File: src/hdl/cfl_pkg.sv
// cfl_pkg: shared constants, types and helper functions of the calibrated fir lowpass unit
// no dependencies; imported by the interfaces, cfl_regs, cfl_mac and the top level

package cfl_pkg;

  // filter geometry
  localparam int TAPS       = 11;
  localparam int FRAC_BITS  = 16;
  localparam int NCOEF      = 6;
  localparam int HIST_DEPTH = TAPS - 1;
  localparam int HIST_AW    = $clog2(HIST_DEPTH);
  localparam int TAP_W      = $clog2(TAPS);
  localparam int COEF_SEL_W = $clog2(NCOEF);

  // field widths
  localparam int SAMPLE_W  = 32;
  localparam int GAIN_W    = 32;
  localparam int GAIN_HALF = GAIN_W / 2;
  localparam int COEF_W    = 18;
  localparam int WEIGHT_W  = 40;
  localparam int DIFF_W    = SAMPLE_W + 1;

  // shared multiplier and accumulator
  localparam int MUL_A_W = WEIGHT_W + 1;
  localparam int MUL_B_W = COEF_W;
  localparam int PROD_W  = MUL_A_W + MUL_B_W;
  localparam int ACC_W   = DIFF_W + GAIN_W + 2;

  // configuration port
  localparam int CFG_IDX_W  = 4;
  localparam int CFG_DATA_W = 32;

  typedef logic [CFG_IDX_W-1:0] cfl_reg_idx_t;

  // register indexes
  localparam cfl_reg_idx_t REG_ZERO_OFFSET = CFG_IDX_W'(0);
  localparam cfl_reg_idx_t REG_GAIN        = CFG_IDX_W'(1);
  localparam cfl_reg_idx_t REG_COEF_OUTER  = CFG_IDX_W'(2);
  localparam cfl_reg_idx_t REG_COEF_CENTER = CFG_IDX_W'(7);

  // reset values of the registers
  localparam logic signed [SAMPLE_W-1:0] ZERO_OFFSET_RESET = SAMPLE_W'(39149384);
  localparam logic [GAIN_W-1:0]          GAIN_RESET        = GAIN_W'(442679);
  localparam logic [NCOEF-1:0][COEF_W-1:0] COEF_RESET = '{
    0: COEF_W'(0),
    1: COEF_W'(-204),
    2: COEF_W'(-839),
    3: COEF_W'(3194),
    4: COEF_W'(17220),
    5: COEF_W'(26794)
  };

  // register file contents
  typedef struct packed {
    logic signed [SAMPLE_W-1:0]     zero_offset;
    logic [GAIN_W-1:0]              gain;
    logic [NCOEF-1:0][COEF_W-1:0]   coef;
  } cfl_cfg_t;

  // multiply-accumulate command
  typedef struct packed {
    logic issue;
    logic clear;
    logic shift_hi;
  } cfl_mac_ctl_t;

  // sequencer states
  typedef enum logic [2:0] {
    S_IDLE,
    S_CAL0,
    S_CAL1,
    S_CAL2,
    S_WGT,
    S_TAP,
    S_DRAIN,
    S_FIN
  } cfl_state_t;

  // coefficient register for tap k: mirrored distance from the ends, capped at the center
  function automatic logic [COEF_SEL_W-1:0] tap_coef_sel(input logic [TAP_W-1:0] k);
    logic [TAP_W-1:0] m;
    logic [TAP_W-1:0] d;
    m = TAP_W'(TAPS - 1) - k;
    d = (k < m) ? k : m;
    if (d > TAP_W'(NCOEF - 1)) begin
      d = TAP_W'(NCOEF - 1);
    end
    return COEF_SEL_W'(d);
  endfunction

endpackage

File: src/hdl/cfl_in_if.sv
// cfl_in_if: input item channel (adc sample and record start flag)
// depends on cfl_pkg

interface cfl_in_if;
  import cfl_pkg::*;

  logic                       valid;
  logic                       ready;
  logic signed [SAMPLE_W-1:0] adc_sample;
  logic                       first_of_record;

  modport source (output valid, output adc_sample, output first_of_record, input ready);
  modport sink   (input valid, input adc_sample, input first_of_record, output ready);
endinterface

File: src/hdl/cfl_out_if.sv
// cfl_out_if: result item channel (calibrated and filtered weight)
// depends on cfl_pkg

interface cfl_out_if;
  import cfl_pkg::*;

  logic                       valid;
  logic                       ready;
  logic signed [WEIGHT_W-1:0] calibrated_weight;
  logic signed [WEIGHT_W-1:0] filtered_weight;

  modport source (output valid, output calibrated_weight, output filtered_weight, input ready);
  modport sink   (input valid, input calibrated_weight, input filtered_weight, output ready);
endinterface

File: src/hdl/cfl_cfg_if.sv
// cfl_cfg_if: configuration write channel (register index and write data)
// depends on cfl_pkg

interface cfl_cfg_if;
  import cfl_pkg::*;

  logic                  valid;
  logic                  ready;
  logic [CFG_IDX_W-1:0]  reg_index;
  logic [CFG_DATA_W-1:0] wdata;

  modport source (output valid, output reg_index, output wdata, input ready);
  modport sink   (input valid, input reg_index, input wdata, output ready);
endinterface

File: src/hdl/cfl_ram.sv
// cfl_ram: generic single-write, single-read ram with registered read data
// no dependencies

module cfl_ram #(
  parameter int WIDTH = 8,
  parameter int DEPTH = 16,
  parameter int AW    = $clog2(DEPTH)
) (
  input  logic             clk,
  input  logic             we,
  input  logic [AW-1:0]    waddr,
  input  logic [WIDTH-1:0] wdata,
  input  logic [AW-1:0]    raddr,
  output logic [WIDTH-1:0] rdata
);

  logic [WIDTH-1:0] mem [DEPTH];
  logic [WIDTH-1:0] rdata_r;

  // write port
  always_ff @(posedge clk) begin
    if (we) begin
      mem[waddr] <= wdata;
    end
  end

  // registered read port
  always_ff @(posedge clk) begin
    rdata_r <= mem[raddr];
  end

  assign rdata = rdata_r;

endmodule

File: src/hdl/cfl_regs.sv
// cfl_regs: configuration register file (zero offset, gain, six coefficients)
// depends on cfl_pkg and cfl_cfg_if

module cfl_regs (
  input  logic              clk,
  input  logic              rst_n,
  cfl_cfg_if.sink           cfg_ch,
  output cfl_pkg::cfl_cfg_t cfg
);
  import cfl_pkg::*;

  logic signed [SAMPLE_W-1:0]   zero_offset_r;
  logic [GAIN_W-1:0]            gain_r;
  logic [NCOEF-1:0][COEF_W-1:0] coef_r;
  logic [COEF_SEL_W-1:0]        coef_idx;
  logic                         wr_en;

  // writes are always taken
  assign cfg_ch.ready = 1'b1;
  assign wr_en        = cfg_ch.valid;
  assign coef_idx     = COEF_SEL_W'(cfg_ch.reg_index - REG_COEF_OUTER);

  // register writes, unknown indexes ignored
  always_ff @(posedge clk) begin
    if (!rst_n) begin
      zero_offset_r <= ZERO_OFFSET_RESET;
      gain_r        <= GAIN_RESET;
      coef_r        <= COEF_RESET;
    end else if (wr_en) begin
      if (cfg_ch.reg_index == REG_ZERO_OFFSET) begin
        zero_offset_r <= $signed(cfg_ch.wdata[SAMPLE_W-1:0]);
      end else if (cfg_ch.reg_index == REG_GAIN) begin
        gain_r <= cfg_ch.wdata[GAIN_W-1:0];
      end else if (cfg_ch.reg_index inside {[REG_COEF_OUTER:REG_COEF_CENTER]}) begin
        coef_r[coef_idx] <= cfg_ch.wdata[COEF_W-1:0];
      end
    end
  end

  assign cfg.zero_offset = zero_offset_r;
  assign cfg.gain        = gain_r;
  assign cfg.coef        = coef_r;

endmodule

File: src/hdl/cfl_mac.sv
// cfl_mac: shared multiplier with registered product, accumulator and q.16 saturating output
// depends on cfl_pkg

module cfl_mac (
  input  logic                                  clk,
  input  logic                                  rst_n,
  input  cfl_pkg::cfl_mac_ctl_t                 ctl,
  input  logic signed [cfl_pkg::MUL_A_W-1:0]    op_a,
  input  logic signed [cfl_pkg::MUL_B_W-1:0]    op_b,
  output logic signed [cfl_pkg::WEIGHT_W-1:0]   result
);
  import cfl_pkg::*;

  localparam logic signed [WEIGHT_W-1:0] W_MAX = {1'b0, {(WEIGHT_W-1){1'b1}}};
  localparam logic signed [WEIGHT_W-1:0] W_MIN = {1'b1, {(WEIGHT_W-1){1'b0}}};

  logic signed [PROD_W-1:0]  prod_r;
  cfl_mac_ctl_t              ctl_r;
  logic signed [ACC_W-1:0]   acc_r;
  logic signed [ACC_W-1:0]   acc_nxt;
  logic signed [ACC_W-1:0]   addend;
  logic signed [ACC_W-1:0]   shifted;
  logic [ACC_W-WEIGHT_W:0]   upper;

  // multiply stage
  always_ff @(posedge clk) begin
    prod_r <= op_a * op_b;
  end

  always_ff @(posedge clk) begin
    if (!rst_n) begin
      ctl_r <= '0;
    end else begin
      ctl_r <= ctl;
    end
  end

  // accumulate stage, high gain half weighted by 2^16
  always_comb begin
    addend  = ctl_r.shift_hi ? (ACC_W'(prod_r) <<< GAIN_HALF) : ACC_W'(prod_r);
    acc_nxt = (ctl_r.clear ? '0 : acc_r) + addend;
  end

  always_ff @(posedge clk) begin
    if (ctl_r.issue) begin
      acc_r <= acc_nxt;
    end
  end

  // floor shift and saturate to 40 bits
  always_comb begin
    shifted = acc_r >>> FRAC_BITS;
    upper   = shifted[ACC_W-1:WEIGHT_W-1];
    if ((&upper) || (~|upper)) begin
      result = shifted[WEIGHT_W-1:0];
    end else if (shifted[ACC_W-1]) begin
      result = W_MIN;
    end else begin
      result = W_MAX;
    end
  end

endmodule

File: src/hdl/calibrated_fir_lowpass_unit.sv
// calibrated_fir_lowpass_unit: load cell calibration and symmetric fir lowpass, top level
// depends on cfl_pkg, cfl_in_if, cfl_out_if, cfl_cfg_if, cfl_regs, cfl_mac, cfl_ram
//
// usage:
//   in_ch takes one item per sample: signed adc_sample and first_of_record.
//   out_ch gives one item per input: calibrated_weight and filtered_weight, q.16.
//   cfg_ch writes registers by index (zero offset, gain, six coefficients); it is
//   always ready and should be written only while no item is in flight.
// sequence:
//   one item at a time: a new item is accepted only once the last one has loaded its
//   result into the output register. the steps are set by the single shared multiplier:
//   the accept step, two passes for the calibration product (S_CAL0, S_CAL1), waits
//   on the product and accumulator registers (S_CAL2, S_WGT), one pass per tap, then
//   S_DRAIN and S_FIN, of which the last loads the result.
//   the delay line lives in a 10-entry ram read one tap per cycle.
// reset:
//   registers take their default values and the delay line reads as all zero at once;
//   no clearing pass. a record start refills it by the same mechanism.
// stall:
//   the result waits in the output register while the next item is accepted and
//   processed; the block holds in its last step until the output register is free.

module calibrated_fir_lowpass_unit (
  input  logic      clk,
  input  logic      rst_n,
  cfl_in_if.sink    in_ch,
  cfl_out_if.source out_ch,
  cfl_cfg_if.sink   cfg_ch
);
  import cfl_pkg::*;

  cfl_cfg_t                   cfg;
  cfl_state_t                 st_r, st_nxt;

  logic signed [DIFF_W-1:0]   diff_r;
  logic                       first_r;
  logic signed [WEIGHT_W-1:0] weight_r;
  logic signed [WEIGHT_W-1:0] fill_r;
  logic [HIST_DEPTH-1:0]      valid_r;
  logic [HIST_AW-1:0]         wp_r;
  logic [HIST_AW-1:0]         wp_prev;
  logic [HIST_AW-1:0]         wp_next;
  logic [HIST_AW-1:0]         rd_ptr_r;
  logic [HIST_AW-1:0]         rd_ptr_prev;
  logic [HIST_AW-1:0]         rd_addr_q_r;
  logic [TAP_W-1:0]           tap_r;

  logic                       out_valid_r;
  logic signed [WEIGHT_W-1:0] out_cal_r;
  logic signed [WEIGHT_W-1:0] out_filt_r;
  logic                       out_free;

  logic                       in_rdy;
  logic                       in_take;
  logic                       fin_load;
  logic                       hist_we;
  logic [WEIGHT_W-1:0]        hist_q;
  logic signed [WEIGHT_W-1:0] hist_x;

  cfl_mac_ctl_t               mac_ctl;
  logic signed [MUL_A_W-1:0]  mac_a;
  logic signed [MUL_B_W-1:0]  mac_b;
  logic signed [WEIGHT_W-1:0] mac_result;

  // configuration registers
  cfl_regs u_regs (
    .clk    (clk),
    .rst_n  (rst_n),
    .cfg_ch (cfg_ch),
    .cfg    (cfg)
  );

  // shared multiply-accumulate unit
  cfl_mac u_mac (
    .clk    (clk),
    .rst_n  (rst_n),
    .ctl    (mac_ctl),
    .op_a   (mac_a),
    .op_b   (mac_b),
    .result (mac_result)
  );

  // delay line memory, circular with write pointer
  cfl_ram #(
    .WIDTH (WEIGHT_W),
    .DEPTH (HIST_DEPTH)
  ) u_hist (
    .clk   (clk),
    .we    (hist_we),
    .waddr (wp_r),
    .wdata (weight_r),
    .raddr (rd_ptr_r),
    .rdata (hist_q)
  );

  // pointer arithmetic modulo the delay depth
  assign wp_prev     = (wp_r == '0) ? HIST_AW'(HIST_DEPTH - 1) : wp_r - 1'b1;
  assign wp_next     = (wp_r == HIST_AW'(HIST_DEPTH - 1)) ? '0 : wp_r + 1'b1;
  assign rd_ptr_prev = (rd_ptr_r == '0) ? HIST_AW'(HIST_DEPTH - 1) : rd_ptr_r - 1'b1;

  // entries not written since reset or record start read as the fill value
  assign hist_x   = valid_r[rd_addr_q_r] ? $signed(hist_q) : fill_r;
  assign out_free = !out_valid_r || out_ch.ready;

  // state register
  always_ff @(posedge clk) begin
    if (!rst_n) begin
      st_r <= S_IDLE;
    end else begin
      st_r <= st_nxt;
    end
  end

  // next state and step outputs
  always_comb begin
    st_nxt   = st_r;
    in_rdy   = 1'b0;
    in_take  = 1'b0;
    fin_load = 1'b0;
    hist_we  = 1'b0;
    mac_ctl  = '0;
    mac_a    = '0;
    mac_b    = '0;
    case (st_r)
      S_IDLE: begin
        in_rdy = 1'b1;
        if (in_ch.valid) begin
          in_take = 1'b1;
          st_nxt  = S_CAL0;
        end
      end
      S_CAL0: begin
        mac_ctl = '{issue: 1'b1, clear: 1'b1, shift_hi: 1'b0};
        mac_a   = MUL_A_W'(diff_r);
        mac_b   = MUL_B_W'({1'b0, cfg.gain[GAIN_HALF-1:0]});
        st_nxt  = S_CAL1;
      end
      S_CAL1: begin
        mac_ctl = '{issue: 1'b1, clear: 1'b0, shift_hi: 1'b1};
        mac_a   = MUL_A_W'(diff_r);
        mac_b   = MUL_B_W'({1'b0, cfg.gain[GAIN_W-1:GAIN_HALF]});
        st_nxt  = S_CAL2;
      end
      S_CAL2: begin
        st_nxt = S_WGT;
      end
      S_WGT: begin
        st_nxt = S_TAP;
      end
      S_TAP: begin
        mac_ctl = '{issue: 1'b1, clear: (tap_r == '0), shift_hi: 1'b0};
        mac_a   = (tap_r == '0) ? MUL_A_W'(weight_r) : MUL_A_W'(hist_x);
        mac_b   = $signed(cfg.coef[tap_coef_sel(tap_r)]);
        if (tap_r == TAP_W'(TAPS - 1)) begin
          st_nxt = S_DRAIN;
        end
      end
      S_DRAIN: begin
        st_nxt = S_FIN;
      end
      S_FIN: begin
        if (out_free) begin
          fin_load = 1'b1;
          hist_we  = 1'b1;
          st_nxt   = S_IDLE;
        end
      end
      default: begin
        st_nxt = S_IDLE;
      end
    endcase
  end

  assign in_ch.ready = in_rdy;

  // control registers: pointers, valid bits, fill value, tap count, output flag
  always_ff @(posedge clk) begin
    if (!rst_n) begin
      wp_r        <= '0;
      rd_ptr_r    <= '0;
      valid_r     <= '0;
      fill_r      <= '0;
      tap_r       <= '0;
      out_valid_r <= 1'b0;
    end else begin
      if (in_take) begin
        rd_ptr_r <= wp_prev;
        tap_r    <= '0;
      end
      if (st_r == S_WGT && first_r) begin
        valid_r <= '0;
        fill_r  <= mac_result;
      end
      if (st_r == S_TAP) begin
        rd_ptr_r <= rd_ptr_prev;
        tap_r    <= tap_r + 1'b1;
      end
      if (fin_load) begin
        valid_r[wp_r] <= 1'b1;
        wp_r          <= wp_next;
        out_valid_r   <= 1'b1;
      end else if (out_ch.ready) begin
        out_valid_r <= 1'b0;
      end
    end
  end

  // payload registers
  always_ff @(posedge clk) begin
    rd_addr_q_r <= rd_ptr_r;
    if (in_take) begin
      diff_r  <= DIFF_W'(in_ch.adc_sample) - DIFF_W'(cfg.zero_offset);
      first_r <= in_ch.first_of_record;
    end
    if (st_r == S_WGT) begin
      weight_r <= mac_result;
    end
    if (fin_load) begin
      out_cal_r  <= weight_r;
      out_filt_r <= mac_result;
    end
  end

  assign out_ch.valid             = out_valid_r;
  assign out_ch.calibrated_weight = out_cal_r;
  assign out_ch.filtered_weight   = out_filt_r;

  // one item in flight: no second accept right after an accept
  a_one_item: assert property (@(posedge clk) disable iff (!rst_n)
    (in_ch.valid && in_ch.ready) |=> !in_ch.ready)
    else $error("item accepted while previous item still in work");

  // circular pointers stay inside the delay depth
  a_ptr_range: assert property (@(posedge clk) disable iff (!rst_n)
    (wp_r <= HIST_AW'(HIST_DEPTH - 1)) && (rd_ptr_r <= HIST_AW'(HIST_DEPTH - 1)))
    else $error("delay line pointer out of range");

  // a finished item with a free output register produces a result and frees the block
  a_fin_out: assert property (@(posedge clk) disable iff (!rst_n)
    (st_r == S_FIN && !out_ch.valid) |=> (out_ch.valid && in_ch.ready))
    else $error("finished item did not reach the output register");

  // a delay line write marks its entry valid
  a_hist_valid: assert property (@(posedge clk) disable iff (!rst_n)
    hist_we |=> (valid_r[$past(wp_r)] && !hist_we))
    else $error("delay line write not marked valid");

endmodule
File: src/flat_wrapper.sv
// flat-port wrapper written by rule: the top's interface ports become plain ports
module calibrated_fir_lowpass_unit_flat import cfl_pkg::*;
  (clk, rst_n, in_ch_valid, in_ch_adc_sample, in_ch_first_of_record, in_ch_ready, out_ch_valid, out_ch_calibrated_weight, out_ch_filtered_weight, out_ch_ready, cfg_ch_valid, cfg_ch_reg_index, cfg_ch_wdata, cfg_ch_ready);
  cfl_in_if in_ch_i ();
  cfl_out_if out_ch_i ();
  cfl_cfg_if cfg_ch_i ();
  input  logic clk;
  input  logic rst_n;
  input wire logic [$bits(in_ch_i.valid)-1:0] in_ch_valid;
  input wire logic [$bits(in_ch_i.adc_sample)-1:0] in_ch_adc_sample;
  input wire logic [$bits(in_ch_i.first_of_record)-1:0] in_ch_first_of_record;
  output wire logic [$bits(in_ch_i.ready)-1:0] in_ch_ready;
  output wire logic [$bits(out_ch_i.valid)-1:0] out_ch_valid;
  output wire logic [$bits(out_ch_i.calibrated_weight)-1:0] out_ch_calibrated_weight;
  output wire logic [$bits(out_ch_i.filtered_weight)-1:0] out_ch_filtered_weight;
  input wire logic [$bits(out_ch_i.ready)-1:0] out_ch_ready;
  input wire logic [$bits(cfg_ch_i.valid)-1:0] cfg_ch_valid;
  input wire logic [$bits(cfg_ch_i.reg_index)-1:0] cfg_ch_reg_index;
  input wire logic [$bits(cfg_ch_i.wdata)-1:0] cfg_ch_wdata;
  output wire logic [$bits(cfg_ch_i.ready)-1:0] cfg_ch_ready;
  assign in_ch_i.valid = in_ch_valid;
  assign in_ch_i.adc_sample = in_ch_adc_sample;
  assign in_ch_i.first_of_record = in_ch_first_of_record;
  assign in_ch_ready = in_ch_i.ready;
  assign out_ch_valid = out_ch_i.valid;
  assign out_ch_calibrated_weight = out_ch_i.calibrated_weight;
  assign out_ch_filtered_weight = out_ch_i.filtered_weight;
  assign out_ch_i.ready = out_ch_ready;
  assign cfg_ch_i.valid = cfg_ch_valid;
  assign cfg_ch_i.reg_index = cfg_ch_reg_index;
  assign cfg_ch_i.wdata = cfg_ch_wdata;
  assign cfg_ch_ready = cfg_ch_i.ready;
  calibrated_fir_lowpass_unit u_core (.clk(clk), .rst_n(rst_n), .in_ch(in_ch_i), .out_ch(out_ch_i), .cfg_ch(cfg_ch_i));
endmodule
File: config.mk
export PLATFORM = sky130hd
export DESIGN_NAME = calibrated_fir_lowpass_unit_flat
export DESIGN_NICKNAME = d
export VERILOG_FILES = /design/src/hdl/cfl_pkg.sv /design/src/hdl/cfl_in_if.sv /design/src/hdl/cfl_out_if.sv /design/src/hdl/cfl_cfg_if.sv /design/src/hdl/cfl_ram.sv /design/src/hdl/cfl_regs.sv /design/src/hdl/cfl_mac.sv /design/src/hdl/calibrated_fir_lowpass_unit.sv /design/src/flat_wrapper.sv
export SDC_FILE = /design/constraint.sdc
export NUM_CORES = 2
export LEC_CHECK = 0
export ABC_CLOCK_PERIOD_IN_PS = 9470
export BUFFER_PORTS_ARGS = -buffer_cell sky130_fd_sc_hd__buf_2
export CAP_MARGIN = 10
export CORE_ASPECT_RATIO = 0.75
export CORE_MARGIN = 2
export CORE_UTILIZATION = 55
export CTS_BUF_LIST = sky130_fd_sc_hd__clkbuf_8 sky130_fd_sc_hd__clkbuf_16
export DETAILED_ROUTE_END_ITERATION = 16
export GPL_TIMING_DRIVEN = 0
export PLACE_DENSITY = 0.74
export REMOVE_ABC_BUFFERS = 1
export SKIP_LAST_GASP = 1
export SYNTH_ARGS = -nofsm -noshare
export SYNTH_HDL_FRONTEND = slang
export SYNTH_SLANG_ARGS = --single-unit
export TNS_END_PERCENT = 50
File: constraint.sdc
create_clock -name clk -period 9.47 [get_ports clk]
set_input_delay 1.4205 -clock clk [delete_from_list [all_inputs] [get_ports clk]]
set_output_delay 1.4205 -clock clk [all_outputs]
set_load 0.05 [all_outputs]
==> metrics <==
Clock Pin Slew Worst Setup and Hold Paths 0.07 ns; synthesized area 67410 sq um; first drt pass iteration count 6; DRC Markers 0; Hold WC Path Type register to register; crit-path max FO 8; maximum VDD drop 0.3021 mV; hold path depth 2; critical path arrival 10.54 ns; Synth top area share 0.2767; highest clock rate 100.5 MHz; Avg Cell Area, Syn 10.30 sq um; Die W 408.2 um; first-pass GRT wire length 296400 um; EDFF count, synth 621; clk sink count 965; yosys warns 0; Reg-to-Reg Start u_core.tap_r[1]$_SDFFE_PN0P_; Worst Setup Start Kind register; CTS tree done; Area Growth Syn to Fin 12.63%; FF+latch area 25570 sq um; site row count 111; remaining antenna violation count 0; CTS Hold Bufs 0; IO Pins 157; Max stage delay cell, worst path fa_1; status complete, but fails checks; Final period util 1.050; top cells by count, synth 912 x nand2_1, 901 x inv_1, 688 x fa_1; most common cell in the netlist nand2_1; Final setup violation count 17; #FFs+latches synth 965; GR Overflow Total 0; average routed wire per standard cell 23.13 um; crit path buf inv count 15; multi-input logic area 38190 sq um; Post-synth top flop edfxtp_1; Req. time, crit path 10.06 ns; Via-to-Cell Ratio 5.955; final WL 194800 um; vias in the first global route 49740; worst reg2reg path depth 42; Distinct cells, synth 78; worst reg2reg path endpoint u_core.u_mac.prod_r[57]$_DFF_P_; H-tree levels 3; post-synth top area cell edfxtp_1; vias 50150; Starting Density 0.5528; fin crit period 9.947 ns; PwrDens 304.8 nW/um^2; maximum buffer depth of the clock tree 3; Placeable Area 121900 sq um; post-place setup slack -3.758 ns; Worst-Skew Late Latency 0.72 ns; GR Util All Layers 0.3099; Fin. Hold Viols 0; WS Path Type register to register; antenna violations before repair 11; Worst Hold Launch u_core.u_regs.cfg[25]$_SDFFE_PN0P_; Top Family by Delay on Critical Path adder cells; post-route setup slack -0.4772 ns; final net count 7710; number of inserted diodes 0; die height 307.2 um; CTS root buffer clkbuf_16; Post-synth ARST share 0; crit-path max cell delay 0.56 ns; Mapped Cells 6544; Worst setup EP type register; MaxCap Viol Count 0; number of buffers added on ports 155; Synth area leaders edfxtp_1 28%, fa_1 20%, dfxtp_1 10%; slew at the pin with the worst max-slew slack 1.430 ns; Max Slew Vio Count 0; Util after Layout 0.6226; Layout Skew 0.06364 ns; CTS Buf Count 94; RSZ-0062 raised after global routing true; sequential share of the synthesized area 0.3788; die area 125400 sq um; Detailed Route Iter0 Violations 5791; flop2flop setup slack -0.48 ns; largest net degree at the start of global routing 174; Lkg Pwr 31.83 nW; RePlAce Congestion 0.9320; hold path endpoint u_core.u_regs.cfg[25]$_SDFFE_PN0P_; fillcell total 9572; Slew HR 0.03663; share of cells above drive strength 1 0.1297; failing checks setup timing; DP HPWL 142100 um
==> stage by stage <==
stage	instance area [sq um]	hold WS [ns]	power [mW]	instances	TNS, ns
2_1_floorplan	65960	0.4376	14.26	6192	-85.32
3_3_place_gp	68790	0.4487	17.65	7985	-1848.70
3_5_place_dp	70580	0.4543	18.01	8120	-109.26
4_1_cts	75450	0.4675	22.60	8395	-0.4497
5_1_grt	75920	0.4856	24.65	8421	-7.926
6_report	75920	0.4659	23.14	8421	-2.825
==> what timing repair did <==
item	CTS	global route
cloned	8	0
buffers inserted	91	25
setup endpoints to repair	50	32
resized for setup	229	61
pin swaps	93	62
==> worst max-delay path by stage <==
stage	endpoint	start	slack [ns]	cells past startpoint
after global routing	u_core.u_mac.prod_r[57]$_DFF_P_	u_core.tap_r[0]$_SDFFE_PN0P_	-0.66	44
after detailed placement	u_core.u_mac.prod_r[57]$_DFF_P_	u_core.tap_r[0]$_SDFFE_PN0P_	-3.76	37
after CTS	u_core.u_mac.prod_r[57]$_DFF_P_	u_core.tap_r[0]$_SDFFE_PN0P_	-0.21	43
final	u_core.u_mac.prod_r[57]$_DFF_P_	u_core.tap_r[1]$_SDFFE_PN0P_	-0.48	42
after floorplan	u_core.u_mac.prod_r[57]$_DFF_P_	u_core.tap_r[0]$_SDFFE_PN0P_	-1.87	32
after global placement	u_core.u_hist.mem[1][33]$_DFFE_PP_	out_ch_ready	-8.36	5
==> cells in the final DEF, fill, tap and decap left out, types with 41 or more instances in the layout <==
cell type,Yosys,routed
a211oi_1,58,56
a21boi_0,122,120
a21o_1,101,91
a21oi_1,248,227
and2_1,55,50
and3_1,53,43
buf_2,29,167
buf_4,23,129
buf_6,0,61
clkbuf_16,0,97
dfxtp_1,344,333
edfxtp_1,621,621
fa_1,688,682
ha_1,246,226
inv_1,901,913
mux2_2,43,42
mux2i_1,88,88
mux4_2,82,82
nand2_1,912,904
nand2b_1,56,56
nand3_1,137,135
nor2_1,468,457
nor2b_1,169,168
nor3_1,52,46
o211a_1,41,41
o21a_1,67,66
o21ai_0,195,154
o21ai_1,23,43
xnor2_1,93,93
==> state kept, by name, summed over array words and instances (netlist names), 59 cells and up <==
name and flops:
u_core.u_regs.cfg 108, u_core.u_mac.acc_r 67, u_core.u_hist.mem 400, u_core.u_mac.prod_r 59
==> layout make-up <==
type,instances,share of cell area
Timing Repair Buffer,406,0.04629
Clock buffer,102,0.03273
Multi-Input combinational cell,4333,0.5030
Clock inverter,75,0.009493
Sequential cell,965,0.3368
Inverter,901,0.04465
Timing Repair inverter,1,0.00006592
Tap cell,1638,0.02700
==> worst min-delay path: cells and delay by family (launching register included) <==
kind	cells	cell delay, ns
AOI/OAI and AO/OA	1	0.06
DFF	1	0.31
and+or+nand+nor	1	0.05
==> report_power, final <==
group / internal (mW) / switching, mW
clock: 2.16 / 1.70
sequential: 5.27 / 0.443
combinational: 5.14 / 8.42
==> per-layer routing <==
layer	track usage	wire length (um)
met3	0.07275	21950
met5	0	86
met4	0.1196	8409
met2	0.4578	84440
met1	0.4456	79920
==> logic make-up after synthesis <==
kind of cell | count (synthesis) | share of synthesized area
flip-flops | 965 | 0.3788
adder cells (fa/ha/maj) | 934 | 0.2500
AO/OA/AOI/OAI | 1040 | 0.1023
AND/OR/NAND/NOR | 2006 | 0.1324
other | 1 | 0.00005563
multiplexers | 213 | 0.04765
buffers and inverters | 1253 | 0.07159
XOR/XNOR | 132 | 0.01715
Power figures use the tool's default switching activity.
